<file path="src/rtl/cst_pkg.sv">
// Shared types and constants for the counted slot table.
// Holds payload structs, operation codes, controller states and command bundle.
// No dependencies.
`default_nettype none

package cst_pkg;

    localparam int KEY_W   = 16;
    localparam int SLOT_W  = 4;
    localparam int COUNT_W = 16;
    localparam int KIND_W  = 3;

    localparam logic [COUNT_W-1:0] COUNT_MAX = {COUNT_W{1'b1}};

    localparam logic [KIND_W-1:0] KIND_ADD      = 3'd0;
    localparam logic [KIND_W-1:0] KIND_REMOVE   = 3'd1;
    localparam logic [KIND_W-1:0] KIND_SET_KEY  = 3'd2;
    localparam logic [KIND_W-1:0] KIND_SET_CNT  = 3'd3;
    localparam logic [KIND_W-1:0] KIND_READ     = 3'd4;

    typedef struct packed {
        logic [KIND_W-1:0]  kind;
        logic [KEY_W-1:0]   item_key;
        logic [SLOT_W-1:0]  slot_number;
        logic [COUNT_W-1:0] new_count;
    } t_in_item;

    typedef struct packed {
        logic               ok;
        logic [SLOT_W-1:0]  slot_used;
        logic [KEY_W-1:0]   key_out;
        logic [COUNT_W-1:0] count_out;
    } t_out_item;

    typedef enum logic [1:0] {
        ST_IDLE,
        ST_LOOK,
        ST_EXEC
    } t_state;

    // Commands from controller to datapath
    typedef struct packed {
        logic load;   // capture the accepted item
        logic look;   // register match and free vectors
        logic exec;   // apply update, load result register
    } t_dp_cmd;

endpackage

`default_nettype wire

</file>
<file path="src/rtl/cst_datapath.sv">
// Datapath of the counted slot table: slot registers, match vectors, update.
// Depends on cst_pkg; driven by commands from cst_ctrl.
`default_nettype none

module cst_datapath
    import cst_pkg::*;
#(
    parameter int NUM_SLOTS = 16,
    parameter int ID_BITS   = 16
) (
    input  wire logic      i_clk,
    input  wire logic      i_rst_n,
    input  wire t_dp_cmd   i_cmd,
    input  wire t_in_item  i_item,
    output t_out_item      o_item
);

    localparam int IDX_W = (NUM_SLOTS > 1) ? $clog2(NUM_SLOTS) : 1;

    logic [ID_BITS-1:0] r_key_tab [NUM_SLOTS];
    logic [COUNT_W-1:0] r_cnt_tab [NUM_SLOTS];

    logic [KIND_W-1:0]  r_kind;
    logic [ID_BITS-1:0] r_key;
    logic [SLOT_W-1:0]  r_sn;
    logic [COUNT_W-1:0] r_cnt;
    logic [NUM_SLOTS-1:0] r_match;
    logic [NUM_SLOTS-1:0] r_free;
    t_out_item          r_out;

    logic [ID_BITS-1:0] n_key;
    logic [IDX_W-1:0]   sn_idx;
    logic               sn_ok;
    logic               match_hit, free_hit;
    logic [IDX_W-1:0]   match_idx, free_idx;

    logic               ok, we;
    logic [IDX_W-1:0]   idx;
    logic [ID_BITS-1:0] wkey;
    logic [COUNT_W-1:0] wcnt, cur_cnt, dec_cnt;
    logic [ID_BITS-1:0] cur_key;
    t_out_item          n_out;

    // Narrow or widen the incoming key to ID_BITS
    always_comb begin
        n_key = '0;
        for (int b = 0; b < ID_BITS; b++) begin
            if (b < KEY_W) n_key[b] = i_item.item_key[b % KEY_W];
        end
    end

    // Slot number as a table index
    always_comb begin
        sn_idx = '0;
        for (int b = 0; b < IDX_W; b++) begin
            if (b < SLOT_W) sn_idx[b] = r_sn[b % SLOT_W];
        end
        sn_ok = (int'(r_sn) < NUM_SLOTS);
    end

    // Lowest set bit of the registered vectors
    always_comb begin
        match_hit = 1'b0;
        free_hit  = 1'b0;
        match_idx = '0;
        free_idx  = '0;
        for (int i = NUM_SLOTS - 1; i >= 0; i--) begin
            if (r_match[i]) begin
                match_hit = 1'b1;
                match_idx = IDX_W'(i);
            end
            if (r_free[i]) begin
                free_hit = 1'b1;
                free_idx = IDX_W'(i);
            end
        end
    end

    always_comb begin
        ok      = 1'b0;
        we      = 1'b0;
        idx     = match_idx;
        unique case (r_kind)
            KIND_ADD: begin
                ok  = match_hit | free_hit;
                we  = ok;
                idx = match_hit ? match_idx : free_idx;
            end
            KIND_REMOVE: begin
                ok  = match_hit;
                we  = match_hit;
                idx = match_idx;
            end
            KIND_SET_KEY, KIND_SET_CNT: begin
                ok  = sn_ok;
                we  = sn_ok;
                idx = sn_idx;
            end
            KIND_READ: begin
                ok  = sn_ok;
                idx = sn_idx;
            end
            default: begin
                ok  = 1'b0;
            end
        endcase

        cur_key = r_key_tab[idx];
        cur_cnt = r_cnt_tab[idx];
        dec_cnt = (cur_cnt != '0) ? cur_cnt - COUNT_W'(1) : '0;
        wkey    = cur_key;
        wcnt    = cur_cnt;
        unique case (r_kind)
            KIND_ADD: begin
                if (match_hit) begin
                    wcnt = (cur_cnt == COUNT_MAX) ? cur_cnt : cur_cnt + COUNT_W'(1);
                end else begin
                    wkey = r_key;
                    wcnt = COUNT_W'(1);
                end
            end
            KIND_REMOVE: begin
                wcnt = dec_cnt;
                if (dec_cnt == '0) wkey = '0;
            end
            KIND_SET_KEY: begin
                wkey = r_key;
                wcnt = COUNT_W'(1);
            end
            KIND_SET_CNT: begin
                wcnt = r_cnt;
            end
            default: begin
                wkey = cur_key;
            end
        endcase

        n_out = '0;
        if (ok) begin
            n_out.ok = 1'b1;
            for (int b = 0; b < SLOT_W; b++) begin
                if (b < IDX_W) n_out.slot_used[b] = idx[b % IDX_W];
            end
            for (int b = 0; b < KEY_W; b++) begin
                if (b < ID_BITS) n_out.key_out[b] = wkey[b % ID_BITS];
            end
            n_out.count_out = wcnt;
        end
    end

    // Table registers, cleared at reset
    always_ff @(posedge i_clk) begin
        if (!i_rst_n) begin
            for (int i = 0; i < NUM_SLOTS; i++) begin
                r_key_tab[i] <= '0;
                r_cnt_tab[i] <= '0;
            end
        end else if (i_cmd.exec && we) begin
            r_key_tab[idx] <= wkey;
            r_cnt_tab[idx] <= wcnt;
        end
    end

    always_ff @(posedge i_clk) begin
        if (i_cmd.load) begin
            r_kind <= i_item.kind;
            r_key  <= n_key;
            r_sn   <= i_item.slot_number;
            r_cnt  <= i_item.new_count;
        end
        if (i_cmd.look) begin
            for (int i = 0; i < NUM_SLOTS; i++) begin
                r_match[i] <= (r_key_tab[i] == r_key);
                r_free[i]  <= (r_cnt_tab[i] == '0);
            end
        end
        if (i_cmd.exec) begin
            r_out <= n_out;
        end
    end

    assign o_item = r_out;

endmodule

`default_nettype wire

</file>
<file path="src/rtl/cst_ctrl.sv">
// Controller of the counted slot table: sequencing and output handshake.
// Depends on cst_pkg; issues commands to cst_datapath.
`default_nettype none

module cst_ctrl
    import cst_pkg::*;
(
    input  wire logic    i_clk,
    input  wire logic    i_rst_n,
    input  wire logic    i_in_valid,
    output logic         o_in_ready,
    output logic         o_out_valid,
    input  wire logic    i_out_ready,
    output t_dp_cmd      o_cmd
);

    t_state r_state, n_state;
    logic   r_out_valid, n_out_valid;
    logic   out_free;

    assign out_free = !r_out_valid || i_out_ready;

    always_ff @(posedge i_clk) begin
        if (!i_rst_n) begin
            r_state     <= ST_IDLE;
            r_out_valid <= 1'b0;
        end else begin
            r_state     <= n_state;
            r_out_valid <= n_out_valid;
        end
    end

    always_comb begin
        n_state    = r_state;
        o_cmd      = '0;
        o_in_ready = 1'b0;
        unique case (r_state)
            ST_IDLE: begin
                o_in_ready = 1'b1;
                if (i_in_valid) begin
                    o_cmd.load = 1'b1;
                    n_state    = ST_LOOK;
                end
            end
            ST_LOOK: begin
                o_cmd.look = 1'b1;
                n_state    = ST_EXEC;
            end
            ST_EXEC: begin
                // Hold until the result register can take the new item
                if (out_free) begin
                    o_cmd.exec = 1'b1;
                    o_in_ready = 1'b1;
                    if (i_in_valid) begin
                        o_cmd.load = 1'b1;
                        n_state    = ST_LOOK;
                    end else begin
                        n_state    = ST_IDLE;
                    end
                end
            end
            default: begin
                n_state = ST_IDLE;
            end
        endcase

        if (o_cmd.exec)       n_out_valid = 1'b1;
        else if (i_out_ready) n_out_valid = 1'b0;
        else                  n_out_valid = r_out_valid;
    end

    assign o_out_valid = r_out_valid;

endmodule

`default_nettype wire

</file>
<file path="src/rtl/counted_slot_table_unit.sv">
// Each accepted item is captured, then a lookup cycle registers the match and
//   free vectors, and an execute cycle updates the slot, registers the result
//   and takes the next item in that same cycle.
// A stalled result holds the execute cycle until the output register frees.
// Reset (synchronous, active low) clears every slot identifier and count.
`default_nettype none

module counted_slot_table_unit
    import cst_pkg::*;
#(
    parameter int NUM_SLOTS = 16,
    parameter int ID_BITS   = 16
) (
    input  wire logic     i_clk,
    input  wire logic     i_rst_n,
    // input item channel
    input  wire logic     i_in_valid,
    output logic          o_in_ready,
    input  wire t_in_item i_in_item,
    // result item channel
    output logic          o_out_valid,
    input  wire logic     i_out_ready,
    output t_out_item     o_out_item
);

    t_dp_cmd cmd;

    // Controller: accepts an item, sequences lookup and execute, owns the
    // output valid flag; hold the execute cycle while a result waits.
    cst_ctrl u_ctrl (
        .i_clk       (i_clk),
        .i_rst_n     (i_rst_n),
        .i_in_valid  (i_in_valid),
        .o_in_ready  (o_in_ready),
        .o_out_valid (o_out_valid),
        .i_out_ready (i_out_ready),
        .o_cmd       (cmd)
    );

    // Datapath: slot table, parallel match and free vectors, lowest-slot
    // pick, write back and the result register.
    cst_datapath #(
        .NUM_SLOTS (NUM_SLOTS),
        .ID_BITS   (ID_BITS)
    ) u_dp (
        .i_clk      (i_clk),
        .i_rst_n    (i_rst_n),
        .i_cmd      (cmd),
        .i_item     (i_in_item),
        .o_item     (o_out_item)
    );

endmodule

`default_nettype wire

</file>
<file path="config.mk">
export PLATFORM = sky130hd
export DESIGN_NAME = counted_slot_table_unit
export DESIGN_NICKNAME = d
export VERILOG_FILES = /design/src/rtl/cst_pkg.sv /design/src/rtl/cst_datapath.sv /design/src/rtl/cst_ctrl.sv /design/src/rtl/counted_slot_table_unit.sv
export SDC_FILE = /design/constraint.sdc
export NUM_CORES = 1
export LEC_CHECK = 0
export BUFFER_PORTS_ARGS = -buffer_cell sky130_fd_sc_hd__buf_2
export CAP_MARGIN = 0
export CORE_MARGIN = 2
export CORE_UTILIZATION = 45
export CTS_CLUSTER_SIZE = 40
export DETAILED_ROUTE_END_ITERATION = 6
export HOLD_SLACK_MARGIN = 0.02
export PLACE_DENSITY = 0.7
export SYNTH_ARGS = -nofsm -noshare
export SYNTH_HDL_FRONTEND = slang
export SYNTH_SLANG_ARGS = --single-unit
</file>
<file path="constraint.sdc">
create_clock -name i_clk -period 9.8 [get_ports i_clk]
set_input_delay 1.96 -clock i_clk [delete_from_list [all_inputs] [get_ports i_clk]]
set_output_delay 1.96 -clock i_clk [all_outputs]
set_load 0.005 [all_outputs]
</file>
==> metrics.txt, run 1 <==
Synth Area in Adders=0.07678%; f_max=120.4 MHz; Slew @ Worst Pin=around 1400 ps; YS warnings=0; Synth cell types=just over 90; Post-Syn Area=approximately 33000 µm²; failing checks=design-rule violations; I/O Pins=82; multiplexer area fraction after synthesis=under 10%; Initial Util=roughly 46%; CTS buffer count=66; CP Data Required Time=between 10000 and 15000 ps; die footprint=about 75000 µm²; critical path class=reg -> reg; first-pass GRT wire length=around 160 mm; Remaining Overflow, GRT=0; H-tree depth=3; drt total wl=108.3 mm; Reg clk slew, reported paths=around 60 ps; vias in the first global route=between 20000 and 25000; Final Hold Violating Endpoints=0; Worst Setup Start Kind=flip-flop; simple-gate share of the synthesized area=between 20% and 30%; DRC=2; cell total after placement=just under 4000; Finished Layout Cells=slightly below 4000; Post-Synth XOR/XNOR Area=7.175%; Root Buffer=clkbuf_16; Clk Latency, worst-skew pair=630 ps; register area share after synthesis=a little under three fifths; top cells by count, synth=620 x edfxtp_1, 436 x nor2_1, 399 x nand2_1, 261 x xnor2_1, 174 x clkbuf_1; cts hold-fix bufs=0; Yosys top cell area share=57.12%; final critical-path share of the clock period=84.74%; Post-synth ARST share=0%; via-per-instance ratio=approximately 6.4; post-layout util=~50%; top-count cell post-synth=edfxtp_1; outcome=finished with violations; core area=71610 µm²; Syn Nets=a little over 3000; largest family of logic cells by synthesized area=simple AND/OR/NAND/NOR gates; skew final=approximately 29 ps; unrepaired setup endpoints after global routing=false; layout cells sized above 1=14.90%; PwrDens=193.3 nW/µm²; Net count, final=3019; post-CTS setup buffer count=0; Setup violations, final=0; Avg WL per Cell=~27 µm; pin count of the biggest net entering global routing=~80; HPWL after DPL=between 70 and 80 mm; min Tclk post-route=8304 ps; setup tns final=0 ps; Worst Path Arrival=approximately 8700 ps; Die X=about 270 µm; post-CTS sizing=0; chip height=273.1 µm; via count=between 20000 and 30000; Total Power=approximately 6.9 mW; Clock Path Buffers=3; CTS tree=built; total iterations of the first detailed-routing run=7; DRT iter0 DRCs=approximately 3900; top cells by area, synth=edfxtp_1 57%, xnor2_1 7.0%, nor2_1 5.0%; Crit. End Element=flip-flop; leading area contributor after synthesis=edfxtp_1; Hold/Removal Path Class=reg -> reg; Final GP Congestion=0.9978; Primary FF master, synth=edfxtp_1; Critical Path Fanout Max=40; Avg Inst Size Synth=roughly 11 µm²; relative slew slack=9.350%; Max-cap violations=0; fin. max-slew vios=0; I/O Buffers=just over 80; Pleak=about 12 nW; initial antenna violation count=5; Max IR drop VDD=0.1428 mV; Final ANT Viol Nets=0; clock sink count=approximately 620; Compound-Gate Fraction of Synth Area=between 8 and 9%; Syn-to-layout area delta=10.26%; GRT Total Usage=28.56%; number of synthesized flops with an enable pin=620; cell count after synthesis=2983; Seq cells post-synth=a little over 600; # rows=just under 100
## cell usage in the layout, fill, tap and decap left out, types with 58 or more instances in the layout
cell,n
edfxtp_1,620
nor2_1,434
nand2_1,398
xnor2_1,261
nor2_2,103
nand3_1,99
nor4_1,92
and3_1,90
buf_4,82
buf_2,81
nand4_1,74
clkbuf_16,67
a21oi_1,58
## worst max-delay path: stages, from the launching register on
cell,delay [ps]
edfxtp_1,420
or4_1,640
or4_1,640
and2_1,350
o21a_4,320
nor2_8,500
buf_4,590
mux2i_1,260
a22oi_1,110
o311ai_2,210
ha_1,410
inv_1,100
nor4_2,820
and4_1,920
nor3_1,210
a221oi_1,490
nand2_1,590
and3_1,420
## cell type report
class | count | area [µm²]
Fill cell | 6261 | 35670
Timing Repair Buffer | 163 | 1021
Sequential cell | 623 | 18680
Clock inverter | 40 | 496.7
Multi-Input combinational cell | 2104 | 12760
Tap cell | 950 | 1189
Clock buffer | 81 | 1729
Inverter | 16 | 60.06
Antenna cell | 1 | 2.502
## stage by stage
step	instance area, µm²	hold WS, ps	worst slack, ps
final	35940	507.4	1496
after global routing	35930	548.9	1169
after CTS	35930	509.8	1697
after detailed placement	33710	498.3	1722
after global placement	33710	474.7	1846
after floorplan	32590	478.4	3845
## final timing paths
path	start	to	slack, ps	cells past startpoint
max reg2reg	u_dp.r_match[7]	u_dp.r_cnt_tab[9][7]	1500	17
max	u_dp.r_match[7]	u_dp.r_cnt_tab[9][7]	1500	17
min	u_ctrl.o_out_valid	u_ctrl.o_out_valid	510	2
min reg2reg	u_ctrl.o_out_valid	u_ctrl.o_out_valid	510	2
## flip-flops by register name (all words and copies together) (netlist names), 4 cells and up
register and count:
u_dp.r_key 16, u_dp.r_cnt 16, u_dp.r_sn 4, u_dp.r_free 16, u_dp.r_key_tab 256, u_dp.o_item 37
u_dp.r_cnt_tab 256, u_dp.r_match 16
## kinds of logic after synthesis
family	Yosys count
compound gates	341
xor+xnor	267
fa+ha+maj	2
buf+inv	256
flops	623
mux	70
simple gates	1424
## routing by layer
metal	vias to the layer above	global-route usage, %	wire length (µm)
met3	307	6.687	14380
met4	6	12.61	5059
met1	12310	39.17	41050
li1	10830	-	-
met2	1882	43.28	47740
met5	-	0	36
## power by group
group	internal [mW]	switching, mW
clock	1.53	1.09
combinational	0.323	0.892
sequential	3.03	0.0789
No activity file was read; power rests on OpenSTA's default activity.
==> inputs of run 2 (changes only) <==
- ABC_AREA: default -> 1
- PLACE_DENSITY: 0.7 -> 0.72
- clock period: 9.8 -> 7.2 ns (I/O delays scaled with it)
==> run 2 against run 1 <==
The run now ends clean. Die area up 0.86%. Via count up 4.4%. Synthesized cell count up 16%. Utilization decreased by 0.64 points. Sequential power rose by 35%. Clock skew is 9.6 ps lower. Clock-buffer cell count fell by 6. Total power up 27%. Register-to-register slack got worse by 810 ps. Clock power rose by 20%. First-iteration DRC count decreased by 5.7%. Critical path type unchanged. Largest cell class unchanged.
==> metrics.txt, run 2 <==
grt met3 use=4.974% (was 6.687%); CTS buffer count=61 (was 66); top cells by area, synth=edfxtp_1 57%, nand2_1 10%, nor2_1 7.1% (was edfxtp_1 57%, xnor2_1 7.0%, nor2_1 5.0%); Post-Syn Area=32880 µm² (was 32590 µm²); hold path depth=1 (was 2); post-CTS sizing=0 (unchanged); Hold/Removal Path Class=reg -> reg (unchanged); via count=26450 (was 25330); post-route cell area=35960 µm² (was 35940 µm²); I/O Pins=82 (unchanged); Critical Path Fanout Max=22 (was 40); CP max stage delay=820 ps (was 920 ps); Buf/Inv on CP=8 (was 2); final critical-path share of the clock period=90.46% (was 84.74%); initial antenna violation count=3 (was 5); DRT iter0 DRCs=3680 (was 3904); CTS tree=built (unchanged); f_max=153.5 MHz (was 120.4 MHz); HPWL after DPL=69.70 mm (was 71.93 mm); Setup WS post-layout=686.9 ps (was 1496 ps); top-count cell post-synth=nand2_1 (was edfxtp_1); core area=72590 µm² (was 71610 µm²); leading area contributor after synthesis=edfxtp_1 (unchanged); I/O Buffers=81 (unchanged); Crit path max-delay family=simple AND/OR/NAND/NOR gates (unchanged); vias in the first global route=24780 (was 23850); worst r2r path cells=29 (was 17); Crit. End Element=flip-flop (unchanged); Max IR drop VDD=0.2036 mV (was 0.1428 mV); Placement Cell Area=34050 µm² (was 33710 µm²); Max-cap violations=0 (unchanged); pre-CTS setup slack=846.2 ps (was 1722 ps); Syn-to-layout area delta=9.393% (was 10.26%); drt total wl=102.7 mm (was 108.3 mm); commonest non-fill, non-tap cell in the layout=nand2_1 (was edfxtp_1); cell total after placement=4375 (was 3856); Yosys top cell area share=56.63% (was 57.12%); outcome=complete, no violations (was finished with violations); GR Util met1=34.93% (was 39.17%); Final ANT Viol Nets=0 (unchanged); Die X=274.3 µm (was 273.1 µm); Reg clk slew, reported paths=60 ps (about the same); min Tclk post-route=6513 ps (was 8304 ps); Root Buffer=clkbuf_16 (unchanged); register area=18680 µm² (unchanged); PwrDens=245.3 nW/µm² (was 193.3 nW/µm²); most frequent CP cell=nand2_1 (was or4_1); Post-synth ARST share=0% (unchanged); Setup violations, final=0 (unchanged); Slew @ Worst Pin=1200 ps (was 1360 ps); Avg WL per Cell=22.88 µm (was 27.21 µm); pin count of the biggest net entering global routing=83 (was 81); skew final=19.15 ps (was 28.72 ps); number of synthesized flops with an enable pin=620 (unchanged); most frequent cells in the layout=874 x nand2_1, 620 x edfxtp_1, 618 x nor2_1 (was 620 x edfxtp_1, 434 x nor2_1, 398 x nand2_1); cts hold-fix bufs=0 (unchanged); DRC=0 (was 2); chip height=274.3 µm (was 273.1 µm); layout cells sized above 1=12.07% (was 14.90%); Worst Path Arrival=6900 ps (was 8680 ps); post-CTS setup buffer count=0 (unchanged); first-pass GRT wire length=151.9 mm (was 157.3 mm); Primary FF master, synth=edfxtp_1 (unchanged); Total Power=8.823 mW (was 6.947 mW); clock sink count=623 (unchanged); reg-to-reg slack, setup=690 ps (was 1500 ps); H-tree depth=2 (was 3); Seq cells post-synth=623 (unchanged); Max stage delay cell, worst path=nor2_2 (was and4_1); Finished Layout Cells=4488 (was 3978); fillers=6666 (was 6261); Worst Setup Start Kind=flip-flop (unchanged); Critical Path Stages=29 (was 17); register area share after synthesis=56.81% (was 57.31%); FF-to-FF Start=u_dp.r_kind[2] (was u_dp.r_match[7]); die footprint=75240 µm² (was 74600 µm²); GR met2 Demand/Resource=42.65% (was 43.28%); critical path endpoint=u_dp.r_cnt_tab[1][9] (was u_dp.r_cnt_tab[9][7]); GRT Total Usage=26.78% (was 28.56%); via-per-instance ratio=5.894 (was 6.369); cell count after synthesis=3466 (was 2983); FF-to-FF End=u_dp.r_cnt_tab[1][9] (was u_dp.r_cnt_tab[9][7]); CP Data Required Time=7580 ps (was 10170 ps); Pleak=13.70 nW (was 12.37 nW); CP startpoint=u_dp.r_kind[2] (was u_dp.r_match[7]); # rows=99 (was 98); critical path class=reg -> reg (unchanged); relative slew slack=20.03% (was 9.350%); Synth cell types=56 (was 91); Multi-input gate area=12480 µm² (was 12760 µm²); fin. max-slew vios=0 (unchanged); top cells by count, synth=875 x nand2_1, 625 x nor2_1, 620 x edfxtp_1, 172 x xnor2_1, 169 x nand3_1 (was 620 x edfxtp_1, 436 x nor2_1, 399 x nand2_1, 261 x xnor2_1, 174 x clkbuf_1); n_diodes=0 (was 1); Avg Inst Size Synth=9.485 µm² (was 10.93 µm²); Initial Util=45.29% (was 45.51%); YS warnings=0 (unchanged); Clock Path Buffers=3 (unchanged); Most Crowded Layer GR=met2 (unchanged); Final GP Congestion=0.9540 (was 0.9978); Syn Nets=3511 (was 3028); total iterations of the first detailed-routing run=6 (was 7); Remaining Overflow, GRT=0 (unchanged); unrepaired setup endpoints after global routing=false (unchanged); Final Hold Violating Endpoints=0 (unchanged); Net count, final=3524 (was 3019); Clk Latency, worst-skew pair=650 ps (was 630 ps); setup tns final=0 ps (unchanged)
run 2: power breakdown:
part           leakage (nW)  total (mW)  switching [mW]  internal [mW]
combinational          6.44        1.47            1.09          0.375
clock                 0.929        3.15            1.40           1.75
sequential             6.33        4.20          0.0815           4.12
total                  13.7        8.82            2.58           6.24
run 2: per-layer routing:
| metal | vias up | part of all wire, % |
|---|---|---|
| li1 | 11830 | - |
| met1 | 12680 | 38 |
| met2 | 1625 | 46 |
| met3 | 314 | 11 |
| met4 | 4 | 5.5 |
| met5 | - | 0.030 |
run 2: how the worst min path moves through the flow:
stage / from / to / slack [ps]
after global routing: u_ctrl.r_state[0] / u_ctrl.r_state[1] / 510
after detailed placement: u_ctrl.r_state[0] / u_ctrl.r_state[1] / 450
after global placement: u_ctrl.r_state[0] / u_ctrl.r_state[1] / 450
after CTS: u_ctrl.r_state[0] / u_ctrl.r_state[1] / 470
after floorplan: u_ctrl.r_state[0] / u_ctrl.r_state[1] / 440
final: u_ctrl.r_state[0] / u_ctrl.r_state[1] / 460
run 2: kinds of logic after synthesis:
| kind of cell | after synthesis | share of synthesized area [%] |
|---|---|---|
| AOI/OAI and AO/OA | 276 | 6.222 |
| buffers and inverters | 380 | 5.423 |
| adders and majority gates | 2 | 0.07610 |
| xor gates and xnor gates | 197 | 5.248 |
| and+or+nand+nor | 1988 | 26.22 |
| DFF | 623 | 56.81 |
run 2: metrics by stage:
stage | hold WS, ps | util (%)
after detailed placement | 451.2 | 46.91
after CTS | 465.5 | 49.55
after global placement | 449.6 | 46.91
after floorplan | 438.9 | -
final | 461.1 | 49.55
after global routing | 511.2 | 49.55
run 2: area by class of cell:
type	instances	area share (%)
clock buffer	75	4.450
multi-input combinational	2463	34.69
clock inverter	38	0.8663
sequential	623	51.93
inverter	157	1.639
timing repair buffer	173	3.082
tap	959	3.336
run 2: worst reg2reg max path: cells and delay by family, from the launching register on:
family                     cells  cell delay (ps)
DFF                            1              360
adders and majority gates      1              220
buffers and inverters          8             1390
and+or+nand+nor               20             4290
